File: src/rtl/core/gaq_pkg.sv
// gaq_pkg: shared constants, register codes and helpers for the gray adjust
// and quantize pipeline. Used by gaq_hash, gaq_gamma and gray_adjust_and_quantize.
// No dependencies.
`timescale 1ns / 1ps

package gaq_pkg;

  // pipeline depth, from input register to output register
  localparam int NumStages = 9;

  // field widths
  localparam int GrayBits   = 8;
  localparam int FieldBits  = 16;
  localparam int CoordBits  = 16;
  localparam int LevelBits  = 2;
  localparam int InDataBits = 40;
  localparam int OutDataBits = 16;
  localparam int CfgDataBits = 9;
  localparam int CfgIndexBits = 3;

  // coordinate mask applied before hashing
  localparam logic [FieldBits-1:0] CoordMask =
    FieldBits'((33'd1 << CoordBits) - 33'd1);

  // hash multipliers and shift
  localparam logic [31:0] HashMulX   = 32'd374761393;
  localparam logic [31:0] HashMulY   = 32'd668265263;
  localparam logic [31:0] HashMulMix = 32'd1274126177;
  localparam int          HashShift  = 13;

  // divide by 100 as multiply by reciprocal, exact for magnitudes below 43690
  localparam logic [15:0] Recip100   = 16'd41944;
  localparam int          RecipShift = 22;

  // register reset values
  localparam logic [7:0] ContrastReset = 8'd135;
  localparam logic [7:0] LevelOneReset = 8'd45;
  localparam logic [7:0] LevelTwoReset = 8'd70;
  localparam logic [7:0] LevelThreeReset = 8'd140;

  // configuration register indexes
  typedef enum logic [CfgIndexBits-1:0] {
    REG_CONTRAST    = 3'd0,
    REG_BRIGHTNESS  = 3'd1,
    REG_GAMMA_EN    = 3'd2,
    REG_DITHER_EN   = 3'd3,
    REG_LEVEL_ONE   = 3'd4,
    REG_LEVEL_TWO   = 3'd5,
    REG_LEVEL_THREE = 3'd6
  } cfg_reg_t;

  // one restoring division step
  typedef struct packed {
    logic [7:0] rem;
    logic       qbit;
  } div_step_t;

  function automatic div_step_t div_step(logic [7:0] rem, logic din, logic [7:0] dvs);
    logic [8:0] trial;
    div_step_t  res;
    trial = {rem, din};
    if (trial >= {1'b0, dvs}) begin
      res.rem  = 8'(trial - {1'b0, dvs});
      res.qbit = 1'b1;
    end else begin
      res.rem  = trial[7:0];
      res.qbit = 1'b0;
    end
    return res;
  endfunction

endpackage

File: src/rtl/core/gaq_hash.sv
// gaq_hash: coordinate hash for the noise dither, three register stages
// followed by a delay line to line up with the gray path. Uses gaq_pkg.
`timescale 1ns / 1ps

module gaq_hash (
  input  logic                           clk,
  input  logic [8:1]                     en,
  input  logic [gaq_pkg::FieldBits-1:0]  column,
  input  logic [gaq_pkg::FieldBits-1:0]  row,
  output logic [7:0]                     threshold
);

  logic [31:0] prod_x;
  logic [31:0] prod_y;
  logic [31:0] mixed;
  logic [7:0]  th_pipe [3:8];

  // stage 1: one product per coordinate
  always_ff @(posedge clk) begin
    if (en[1]) begin
      prod_x <= {16'd0, column & gaq_pkg::CoordMask} * gaq_pkg::HashMulX;
      prod_y <= {16'd0, row & gaq_pkg::CoordMask} * gaq_pkg::HashMulY;
    end
  end

  // stage 2: sum and fold
  always_ff @(posedge clk) begin
    if (en[2]) begin
      mixed <= (prod_x + prod_y) ^ ((prod_x + prod_y) >> gaq_pkg::HashShift);
    end
  end

  // stage 3: final multiply, keep top byte
  logic [31:0] mix_prod;
  assign mix_prod = mixed * gaq_pkg::HashMulMix;

  always_ff @(posedge clk) begin
    if (en[3]) begin
      th_pipe[3] <= mix_prod[31:24];
    end
    for (int i = 4; i <= 8; i++) begin
      if (en[i]) begin
        th_pipe[i] <= th_pipe[i-1];
      end
    end
  end

  assign threshold = th_pipe[8];

endmodule

File: src/rtl/core/gaq_gamma.sv
// gaq_gamma: square-root gamma curve, second newton step through a pipelined
// restoring divider, three quotient bits per stage. Uses gaq_pkg.
`timescale 1ns / 1ps

module gaq_gamma (
  input  logic                          clk,
  input  logic [8:4]                    en,
  input  logic                          gamma_enable,
  input  logic [gaq_pkg::GrayBits-1:0]  gray_in,
  output logic [gaq_pkg::GrayBits-1:0]  gray_out
);

  // stage 4: first newton step is exact, r1 = (g + 255) / 2
  logic [7:0]  s4_g, s4_r1;
  logic [15:0] s4_prod;
  // stages 5 to 7: divider state
  logic [7:0]  s5_g, s5_r1, s5_rem;
  logic [5:0]  s5_low;
  logic [8:0]  s5_q;
  logic [7:0]  s6_g, s6_r1, s6_rem;
  logic [2:0]  s6_low;
  logic [8:0]  s6_q;
  logic [7:0]  s7_g, s7_r1;
  logic [8:0]  s7_q;
  logic [7:0]  s8_gray;

  logic [7:0]  s5_rem_next, s6_rem_next;
  logic [8:0]  s5_q_next, s6_q_next, s7_q_next;
  logic [8:0]  r1_sum;
  logic [9:0]  r2_sum;
  logic [8:0]  r2;
  logic [7:0]  r2_cap;

  gaq_pkg::div_step_t st5, st6, st7;

  assign r1_sum = 9'(gray_in) + 9'd255;

  always_ff @(posedge clk) begin
    if (en[4]) begin
      s4_g    <= gray_in;
      s4_r1   <= r1_sum[8:1];
      s4_prod <= {gray_in, 8'd0} - {8'd0, gray_in};
    end
  end

  // quotient bits 8 to 6
  always_comb begin
    s5_rem_next = {1'b0, s4_prod[15:9]};
    s5_q_next   = '0;
    st5         = '0;
    for (int j = 0; j < 3; j++) begin
      st5         = gaq_pkg::div_step(s5_rem_next, s4_prod[8-j], s4_r1);
      s5_rem_next = st5.rem;
      s5_q_next   = {s5_q_next[7:0], st5.qbit};
    end
  end

  always_ff @(posedge clk) begin
    if (en[5]) begin
      s5_g   <= s4_g;
      s5_r1  <= s4_r1;
      s5_rem <= s5_rem_next;
      s5_low <= s4_prod[5:0];
      s5_q   <= s5_q_next;
    end
  end

  // quotient bits 5 to 3
  always_comb begin
    s6_rem_next = s5_rem;
    s6_q_next   = s5_q;
    st6         = '0;
    for (int j = 0; j < 3; j++) begin
      st6         = gaq_pkg::div_step(s6_rem_next, s5_low[5-j], s5_r1);
      s6_rem_next = st6.rem;
      s6_q_next   = {s6_q_next[7:0], st6.qbit};
    end
  end

  always_ff @(posedge clk) begin
    if (en[6]) begin
      s6_g   <= s5_g;
      s6_r1  <= s5_r1;
      s6_rem <= s6_rem_next;
      s6_low <= s5_low[2:0];
      s6_q   <= s6_q_next;
    end
  end

  // quotient bits 2 to 0, remainder no longer needed
  always_comb begin
    logic [7:0] rem;
    rem       = s6_rem;
    s7_q_next = s6_q;
    st7       = '0;
    for (int j = 0; j < 3; j++) begin
      st7       = gaq_pkg::div_step(rem, s6_low[2-j], s6_r1);
      rem       = st7.rem;
      s7_q_next = {s7_q_next[7:0], st7.qbit};
    end
  end

  always_ff @(posedge clk) begin
    if (en[7]) begin
      s7_g  <= s6_g;
      s7_r1 <= s6_r1;
      s7_q  <= s7_q_next;
    end
  end

  // stage 8: second newton step, cap, zero kept as zero, bypass when gamma off
  assign r2_sum = 10'(s7_r1) + 10'(s7_q);
  assign r2     = r2_sum[9:1];
  assign r2_cap = (r2 > 9'd255) ? 8'd255 : r2[7:0];

  always_ff @(posedge clk) begin
    if (en[8]) begin
      if (!gamma_enable || s7_g == 8'd0) begin
        s8_gray <= s7_g;
      end else begin
        s8_gray <= r2_cap;
      end
    end
  end

  assign gray_out = s8_gray;

endmodule

File: src/rtl/core/gray_adjust_and_quantize.sv
// gray_adjust_and_quantize: contrast, brightness, optional gamma and 2-bit
// quantizing of a gray pixel stream. Uses gaq_pkg, gaq_hash and gaq_gamma.
//
//   channel   | direction | tdata / fields (lsb first)                 | tuser
//   s_axis    | in        | pixel_gray[7:0] column[23:8] row[39:24]    | -
//   m_axis    | out       | level[1:0] adjusted_gray[9:2] zero[15:10]  | -
//   cfg       | in        | cfg_we, cfg_index (0..6), cfg_wdata[8:0]   | -
//
// one item per clock cycle sustained while m_axis is ready; the accepting edge
// loads stage 1 and the item moves through the 9 register stages (contrast
// multiply, divide by 100, clamps, first newton step, a 3-stage divider, second
// newton step, quantize), the last of which is the output register.
// every stage holds its own valid bit and loads when empty or when the next
// stage moves, so bubbles close up while m_axis is stalled.
// rst clears valid bits and loads register reset values; no clearing pass.
`timescale 1ns / 1ps

module gray_adjust_and_quantize (
  input  logic                              clk,
  input  logic                              rst,
  // pixel_gray[7:0], column[23:8], row[39:24]
  input  logic [gaq_pkg::InDataBits-1:0]    s_axis_tdata,
  input  logic                              s_axis_tvalid,
  output logic                              s_axis_tready,
  // level[1:0], adjusted_gray[9:2], zero fill[15:10]
  output logic [gaq_pkg::OutDataBits-1:0]   m_axis_tdata,
  output logic                              m_axis_tvalid,
  input  logic                              m_axis_tready,
  input  logic                              cfg_we,
  input  logic [gaq_pkg::CfgIndexBits-1:0]  cfg_index,
  input  logic [gaq_pkg::CfgDataBits-1:0]   cfg_wdata
);

  // configuration registers
  logic [7:0]        contrast_percent;
  logic signed [8:0] brightness_offset;
  logic              gamma_enable;
  logic              dither_enable;
  logic [7:0]        level_one_threshold;
  logic [7:0]        level_two_threshold;
  logic [7:0]        level_three_threshold;

  always_ff @(posedge clk) begin
    if (rst) begin
      contrast_percent      <= gaq_pkg::ContrastReset;
      brightness_offset     <= '0;
      gamma_enable          <= 1'b0;
      dither_enable         <= 1'b0;
      level_one_threshold   <= gaq_pkg::LevelOneReset;
      level_two_threshold   <= gaq_pkg::LevelTwoReset;
      level_three_threshold <= gaq_pkg::LevelThreeReset;
    end else if (cfg_we) begin
      unique case (cfg_index)
        gaq_pkg::REG_CONTRAST:    contrast_percent      <= cfg_wdata[7:0];
        gaq_pkg::REG_BRIGHTNESS:  brightness_offset     <= $signed(cfg_wdata);
        gaq_pkg::REG_GAMMA_EN:    gamma_enable          <= cfg_wdata[0];
        gaq_pkg::REG_DITHER_EN:   dither_enable         <= cfg_wdata[0];
        gaq_pkg::REG_LEVEL_ONE:   level_one_threshold   <= cfg_wdata[7:0];
        gaq_pkg::REG_LEVEL_TWO:   level_two_threshold   <= cfg_wdata[7:0];
        gaq_pkg::REG_LEVEL_THREE: level_three_threshold <= cfg_wdata[7:0];
        default: ;
      endcase
    end
  end

  // input fields
  logic [7:0]  in_gray;
  logic [15:0] in_column;
  logic [15:0] in_row;

  assign in_gray   = s_axis_tdata[7:0];
  assign in_column = s_axis_tdata[23:8];
  assign in_row    = s_axis_tdata[39:24];

  // stage valid bits and load enables
  logic [gaq_pkg::NumStages:1] vld;
  logic [gaq_pkg::NumStages:1] en;

  always_comb begin
    en[gaq_pkg::NumStages] = !vld[gaq_pkg::NumStages] || m_axis_tready;
    for (int i = gaq_pkg::NumStages - 1; i >= 1; i--) begin
      en[i] = !vld[i] || en[i+1];
    end
  end

  always_ff @(posedge clk) begin
    if (rst) begin
      vld <= '0;
    end else begin
      if (en[1]) begin
        vld[1] <= s_axis_tvalid;
      end
      for (int i = 2; i <= gaq_pkg::NumStages; i++) begin
        if (en[i]) begin
          vld[i] <= vld[i-1];
        end
      end
    end
  end

  assign s_axis_tready = en[1];

  // stage 1: (gray - 128) * contrast
  logic signed [8:0]  centred;
  logic signed [17:0] con_mul;
  logic signed [16:0] s1_prod;

  assign centred = $signed({1'b0, in_gray}) - 9'sd128;
  assign con_mul = 18'(centred) * 18'($signed({1'b0, contrast_percent}));

  always_ff @(posedge clk) begin
    if (en[1]) begin
      s1_prod <= con_mul[16:0];
    end
  end

  // stage 2: magnitude divided by 100 through the reciprocal
  logic [16:0] mag;
  logic [30:0] recip_mul;
  logic        s2_neg;
  logic [8:0]  s2_q;

  assign mag       = s1_prod[16] ? 17'(-s1_prod) : s1_prod;
  assign recip_mul = 31'(mag[14:0]) * 31'(gaq_pkg::Recip100);

  always_ff @(posedge clk) begin
    if (en[2]) begin
      s2_neg <= s1_prod[16];
      s2_q   <= recip_mul[30:gaq_pkg::RecipShift];
    end
  end

  // stage 3: restore sign, add midpoint, clamp, add brightness, clamp
  logic signed [10:0] quot_s;
  logic signed [10:0] with_mid;
  logic [7:0]         con_clamped;
  logic signed [10:0] with_bright;
  logic [7:0]         s3_gray;

  assign quot_s   = s2_neg ? -$signed({2'b00, s2_q}) : $signed({2'b00, s2_q});
  assign with_mid = quot_s + 11'sd128;

  always_comb begin
    if (with_mid < 11'sd0) begin
      con_clamped = 8'd0;
    end else if (with_mid > 11'sd255) begin
      con_clamped = 8'd255;
    end else begin
      con_clamped = with_mid[7:0];
    end
  end

  assign with_bright = $signed({3'b000, con_clamped}) + 11'(brightness_offset);

  always_ff @(posedge clk) begin
    if (en[3]) begin
      if (with_bright < 11'sd0) begin
        s3_gray <= 8'd0;
      end else if (with_bright > 11'sd255) begin
        s3_gray <= 8'd255;
      end else begin
        s3_gray <= with_bright[7:0];
      end
    end
  end

  // stages 4 to 8: gamma curve, beside the dither hash of stages 1 to 8
  logic [7:0] s8_gray;
  logic [7:0] s8_threshold;

  gaq_gamma u_gamma (
    .clk          (clk),
    .en           (en[8:4]),
    .gamma_enable (gamma_enable),
    .gray_in      (s3_gray),
    .gray_out     (s8_gray)
  );

  gaq_hash u_hash (
    .clk       (clk),
    .en        (en[8:1]),
    .column    (in_column),
    .row       (in_row),
    .threshold (s8_threshold)
  );

  // stage 9: quantize to 2 bits
  logic [9:0] s_triple;
  logic [1:0] dith_base;
  logic [7:0] dith_rem;
  logic [8:0] dith_sum;
  logic [1:0] dith_level;
  logic [1:0] thr_level;
  logic [1:0] s9_level;
  logic [7:0] s9_gray;

  assign s_triple = {1'b0, s8_gray, 1'b0} + 10'(s8_gray);

  always_comb begin
    priority if (s_triple < 10'd255) begin
      dith_base = 2'd0;
      dith_rem  = s_triple[7:0];
    end else if (s_triple < 10'd510) begin
      dith_base = 2'd1;
      dith_rem  = 8'(s_triple - 10'd255);
    end else begin
      dith_base = 2'd2;
      dith_rem  = 8'(s_triple - 10'd510);
    end
  end

  assign dith_sum   = 9'(dith_rem) + 9'(s8_threshold);
  assign dith_level = dith_base + 2'((dith_sum >= 9'd255) ? 1'b1 : 1'b0);

  // thresholds checked first-match, in order
  always_comb begin
    priority if (s8_gray < level_one_threshold) begin
      thr_level = 2'd0;
    end else if (s8_gray < level_two_threshold) begin
      thr_level = 2'd1;
    end else if (s8_gray < level_three_threshold) begin
      thr_level = 2'd2;
    end else begin
      thr_level = 2'd3;
    end
  end

  always_ff @(posedge clk) begin
    if (en[9]) begin
      s9_level <= dither_enable ? dith_level : thr_level;
      s9_gray  <= s8_gray;
    end
  end

  assign m_axis_tvalid = vld[gaq_pkg::NumStages];
  assign m_axis_tdata  = {6'd0, s9_gray, s9_level};

endmodule
File: config.mk
export PLATFORM = sky130hd
export DESIGN_NAME = gray_adjust_and_quantize
export DESIGN_NICKNAME = d
export VERILOG_FILES = /design/src/rtl/core/gaq_pkg.sv /design/src/rtl/core/gaq_hash.sv /design/src/rtl/core/gaq_gamma.sv /design/src/rtl/core/gray_adjust_and_quantize.sv
export SDC_FILE = /design/constraint.sdc
export NUM_CORES = 2
export LEC_CHECK = 0
export ABC_AREA = 1
export BUFFER_PORTS_ARGS = -buffer_cell sky130_fd_sc_hd__buf_4
export CAP_MARGIN = 5
export CORE_UTILIZATION = 60
export DETAILED_ROUTE_END_ITERATION = 16
export PLACE_DENSITY = 0.8
export RECOVER_POWER = 100
export SLEW_MARGIN = 40
export SYNTH_ARGS = -nofsm -noshare
export SYNTH_HDL_FRONTEND = slang
export SYNTH_SLANG_ARGS = --single-unit
export TNS_END_PERCENT = 10
File: constraint.sdc
create_clock -name clk -period 6.4 [get_ports clk]
set_input_delay 0.96 -clock clk [delete_from_list [all_inputs] [get_ports clk]]
set_output_delay 0.96 -clock clk [all_outputs]
set_load 0.1 [all_outputs]
### Word level (Yosys, flattened, before mapping)

Memories as Yosys holds them, arrays and structs flattened.
Index checks and enable logic that the tools add are counted.

| storage, ports and cells | value |
|---|---|
| latch bits | 0 |
| memories | 1 |
| ROM bits | 0 |
| bits in writable memories | 48 |
| logic and storage cells | 163 |
| bits of input ports | 57 |
| register bits after elaboration | 324 |

| cells by class | value |
|---|---|
| equal/unequal tests | 6 |
| magnitude comparators | 20 |
| shift-type cells | 0 |
| bitwise gates (word level) | 1 |
| div/mod/pow operators | 0 |
| add/subtract/negate cells | 22 |
| reduce and logical (&&, ||, !) cells | 29 |
| multiplexer cells | 37 |
| multipliers | 5 |

Memory list:

| memory | depth | bits a word | read ports | clocked after memory_dff | write ports | RTL line | source |
|---|---|---|---|---|---|---|---|
| u_hash.th_pipe | 6 | 8 | 6 | 0 | 6 | gaq_hash.sv:16 | `logic [7:0] th_pipe [3:8];` |

Operators with widths:

| cell | count |
|---|---|
| 9-bit by 8-bit greater-or-equal comparator with 1-bit output | 8 |
| 9-bit two-way mux | 8 |
| 8-bit subtractor | 8 |
| 8-bit two-way mux | 7 |
| 32-bit adder | 1 |
| 16-bit by 29-bit multiplier with 32-bit output (second input constant) | 1 |
| 16-bit by 30-bit multiplier with 32-bit output (second input constant) | 1 |
| 32-bit by 31-bit multiplier with 32-bit output (second input constant) | 1 |
| 32-bit by 19-bit XOR with 32-bit output | 1 |
| 15-bit by 13-bit multiplier with 28-bit output (second input constant) | 1 |
| 8-bit less-than comparator | 3 |
| 9-bit by 9-bit multiplier with 17-bit output | 1 |
| 16-bit by 8-bit subtractor with 16-bit output | 1 |
| 8-bit subtractor (second input constant) | 2 |
| 1-bit two-way mux | 15 |
| 15-bit two-way mux | 1 |
| 15-bit negation | 1 |
| 2-bit AND reduction | 7 |
| 11-bit by 9-bit adder with 11-bit output (second input constant) | 1 |
| 11-bit by 9-bit > comparator with 1-bit output (second input constant) | 1 |
| 11-bit by 1-bit less-than comparator with 1-bit output (second input constant) | 1 |
| 11-bit two-way mux | 1 |
| 9-bit negation with 11-bit output | 1 |
| 8-bit by 9-bit adder with 10-bit output | 1 |
| other kinds (21) | 46 |

### Logic depth before layout (Yosys ltp)

| logic depth | value |
|---|---|
| depth after elaboration | 10 |
| depth in mapped cells | 35 |

### By module

From an unflattened synthesis, not the netlist that was laid out.

| second synthesis, totals | value |
|---|---|
| cells, all modules | 5474 |
| area total of the unflattened synthesis | 48770.5 µm² |

Modules (own cells, without submodules):

| module | cells each | area each (µm²) | seq. area each (µm²) | times used |
|---|---|---|---|---|
| gaq_hash | 3011 | 27771.6 | 4324.1 | 1 |
| gray_adjust_and_quantize | 1559 | 12555.8 | 2362.3 | 1 |
| gaq_gamma | 904 | 8443.1 | 3843.7 | 1 |

### Worst setup path after synthesis

Ideal clock, no wire load.

| path | value |
|---|---|
| path kind | in2out |
| start | in m_axis_tready |
| end | out s_axis_tready |
| path slack | -0.568 ns |
| data required time | 5.440 ns |
| cell stages on the path | 10 |
| arrival | 6.008 ns |
| buffers on the path | 0 |
| cells stage by stage | nor2_1 inv_2 nor2_2 nand2_1 nor2_2 nand2_1 nor2_2 nand2_1 nor2_2 nand2_1 |

| on the way | value |
|---|---|
| word-level cells in the longest chain between the ends | 9 |

Ends and longest elaborated chain:

| element | RTL line | source |
|---|---|---|
| from (decl) | gray_adjust_and_quantize.sv:28 | `input logic m_axis_tready,` |
| 1-bit logical OR | gray_adjust_and_quantize.sv:80 | `en[gaq_pkg::NumStages] = !vld[gaq_pkg::NumStages] \|\| m_axis_tready;` |
| net en (one bit) | gray_adjust_and_quantize.sv:77 | `logic [gaq_pkg::NumStages:1] en;` |
| 1-bit logical OR (2 in series) | gray_adjust_and_quantize.sv:82 | `en[i] = !vld[i] \|\| en[i+1];` |
| net en (one bit) | gray_adjust_and_quantize.sv:77 |  |
| 1-bit logical OR (2 in series) | gray_adjust_and_quantize.sv:82 |  |
| net en (one bit) | gray_adjust_and_quantize.sv:77 |  |
| 1-bit logical OR (2 in series) | gray_adjust_and_quantize.sv:82 |  |
| net en (one bit) | gray_adjust_and_quantize.sv:77 |  |
| 1-bit logical OR (2 in series) | gray_adjust_and_quantize.sv:82 |  |
| to (decl) | gray_adjust_and_quantize.sv:24 | `output logic s_axis_tready,` |

The timed path passes the listed nets, and every way through them passes these cells.

==> impl_results.md <==
* DP Area at 49800 um^2
* Slew HR at -35.9%
* Total grt overflow at 0
* Final #Nets at 6718
* Crit path from: u_hash.mixed[13]
* DR vias/cell at 5.36
* GRT Total Usage at 27.7%
* GPL Wtd Cong at 0.991
* Die Width at 284 um
* # rows at 103
* Antenna viol nets, final at 0
* Yosys Warn Count at 0
* Synth Cell Area at 47900 um^2
* Crit-path most repeated cell: fa_1
* Outcome: finished with violations
* Hold path startpoint: u_hash.th_pipe[0][42]
* Top FF cell, synth: edfxtp_1
* Violated checks: max-capacitance violations, max-slew violations
* Part of the Yosys area used for sequential elements at 22.0%
* Initial DRC count at 2173
* Crit-path cells: fa_1 -> inv_1 -> fa_1 -> fa_1 -> inv_1 -> fa_1 -> fa_1 -> inv_1 -> fa_1 -> fa_1 -> inv_1 -> ha_1 -> ha_1 -> nand2_1 -> nor4_1 -> o21ai_0 -> nand3_1 -> xor2_1
* CTS sink count at 368
* DR WL/cell at 16.8 um
* Slew @ Worst Pin at 2.04 ns
* Initial antenna violation count at 1
* Clk buf depth at 3
* DP HPWL at 92.0 mm
* TNS Setup at 0 ns
* Core area at 79000 um^2
* Total CTS buffers at 42
* CP top delay family: adder cells
* Critical path fanouts, max at 8
* Period utilisation layout at 97.4%
* Worst Hold Class: reg -> reg
* Post-synthesis cell count at 5245
* EDFF count, synth at 316
* Syn_area_per_cell at 9.12 um^2
* RSZ-0062 raised after global routing: yes
* Worst Clk Skew at 0.0193 ns
* Slew Limit Fails at 182
* Crit start category: flip-flop
* Initial Util at 60.6%
* Placed Cells at 6367
* Clk slew on worst S/H paths at 0.06 ns
* Max incr delay on CP at 0.64 ns
* Area leader, netlist: fa_1
* Synth unique cells at 72
* Count leader, synth: inv_1
* # IOs at 75
* Slowest-stage cell, CP: edfxtp_1
* Crit Path Class: reg -> reg
* Synth Register Bits at 368
* Layout cell share with drive strength beyond 1 at 4.48%
* Post-Layout Cell Count at 6457
* Area growth syn-to-layout at 6.74%
* Worst Setup End Kind: flip-flop
* Period minus WS final at 6.23 ns
* Pre-antenna DRT Iters at 6
* Critical Path AT at 6.57 ns
* Reg2reg start: u_hash.mixed[13]
* Routed WL at 109 mm
* Drt drc at 0
* Diodes inserted at 0
* Post-synth top cells: 1322 x inv_1, 801 x nand2_1, 680 x ha_1
* First-pass GRT wire length at 180 mm
* Achievable clock frequency at 160 MHz
* Top cells by area, synth: fa_1 25%, edfxtp_1 20%, ha_1 18%
* Clk root buf: clkbuf_16
* Fin area at 51100 um^2
* H-tree level count at 2
* Largest net degree at the start of global routing at 65
* Top-area cell type share of the netlist area at 25.4%
* I/O Buffers at 68
* Worst EP required at 6.74 ns
* Final hold viol count at 0
* Max-cap violations at 4
* CP Buf/Inv Count at 4
* Vias in the first global route at 36100
* Skew-Pair Late Insertion Delay at 0.60 ns
* Die H at 284 um
* Vias at 34600
* # setup viols final at 0
* Full die area at 80900 um^2
* Fraction of registers with async set/reset at 0%
* TritonCTS clock tree: built
state kept, by name (all words and copies together) (netlist names), 9 cells and up:
signal,count
brightness_offset,9
s1_prod,16
s2_q,9
u_gamma.s4_prod,16
u_gamma.s7_q,9
u_hash.mixed,32
u_hash.prod_x,32
u_hash.prod_y,32
u_hash.th_pipe,48
vld,9
layer usage:
metal / track usage (%) / wire (um)
met2: 49.3 / 54400
met4: 8.45 / 3400
met5: 0 / 0
met1: 35.6 / 46200
met3: 2.71 / 4700
final timing paths:
path                                 to  cells past startpoint  slack (ns)
setup reg to reg  u_hash.th_pipe[0][30]                     18        0.17
setup / recovery  u_hash.th_pipe[0][30]                     18        0.17
hold / removal    u_hash.th_pipe[0][50]                      0        0.41
hold reg to reg   u_hash.th_pipe[0][50]                      0        0.41
per-stage QoR:
stage	hold WS, ns	worst slack [ns]	util (%)
floorplan	0.400	0.324	-
global placement	0.401	0.187	63.0
detailed placement	0.405	0.101	63.0
CTS	0.410	0.161	64.8
global route	0.411	-0.0402	64.7
finish	0.407	0.165	64.7
kinds of logic after synthesis:
| group | synth area share (%) |
|---|---|
| simple gates | 12.8 |
| buf+inv | 10.9 |
| fa+ha+maj | 43.2 |
| compound gates | 6.84 |
| flops | 22.0 |
| xor+xnor | 4.20 |
| other cells | 0.00784 |
cell type report:
type	count	area, um^2
clock inverters	29	325
repair buffers	116	772
multi-input cells	3512	32100
fillers	6305	27900
inverters	1333	5010
well taps	1050	1310
clock buffers	49	1080
flip-flops and latches	368	10500
repair_timing:
item | CTS | global route
buffers inserted | 0 | 12
setup endpoints to repair | 0 | 7
hold buffers | 0 | 0
gates resized for setup | 0 | 2
layout by cell type (no fill, tap or decap), drive strengths merged, types with 22 or more instances in the layout:
cell type,instances
inv,1337
nand2,822
ha,680
fa,608
edfxtp,316
a21oi,273
nor2,265
nand3,192
o21ai,167
xor2,142
buf,87
xnor2,85
clkbuf,78
nand4,55
dfxtp,52
nor3,43
o211ai,22
Power is not shown: default switching activity piles up to over one toggle a cycle in this logic, so the estimate is an artifact.
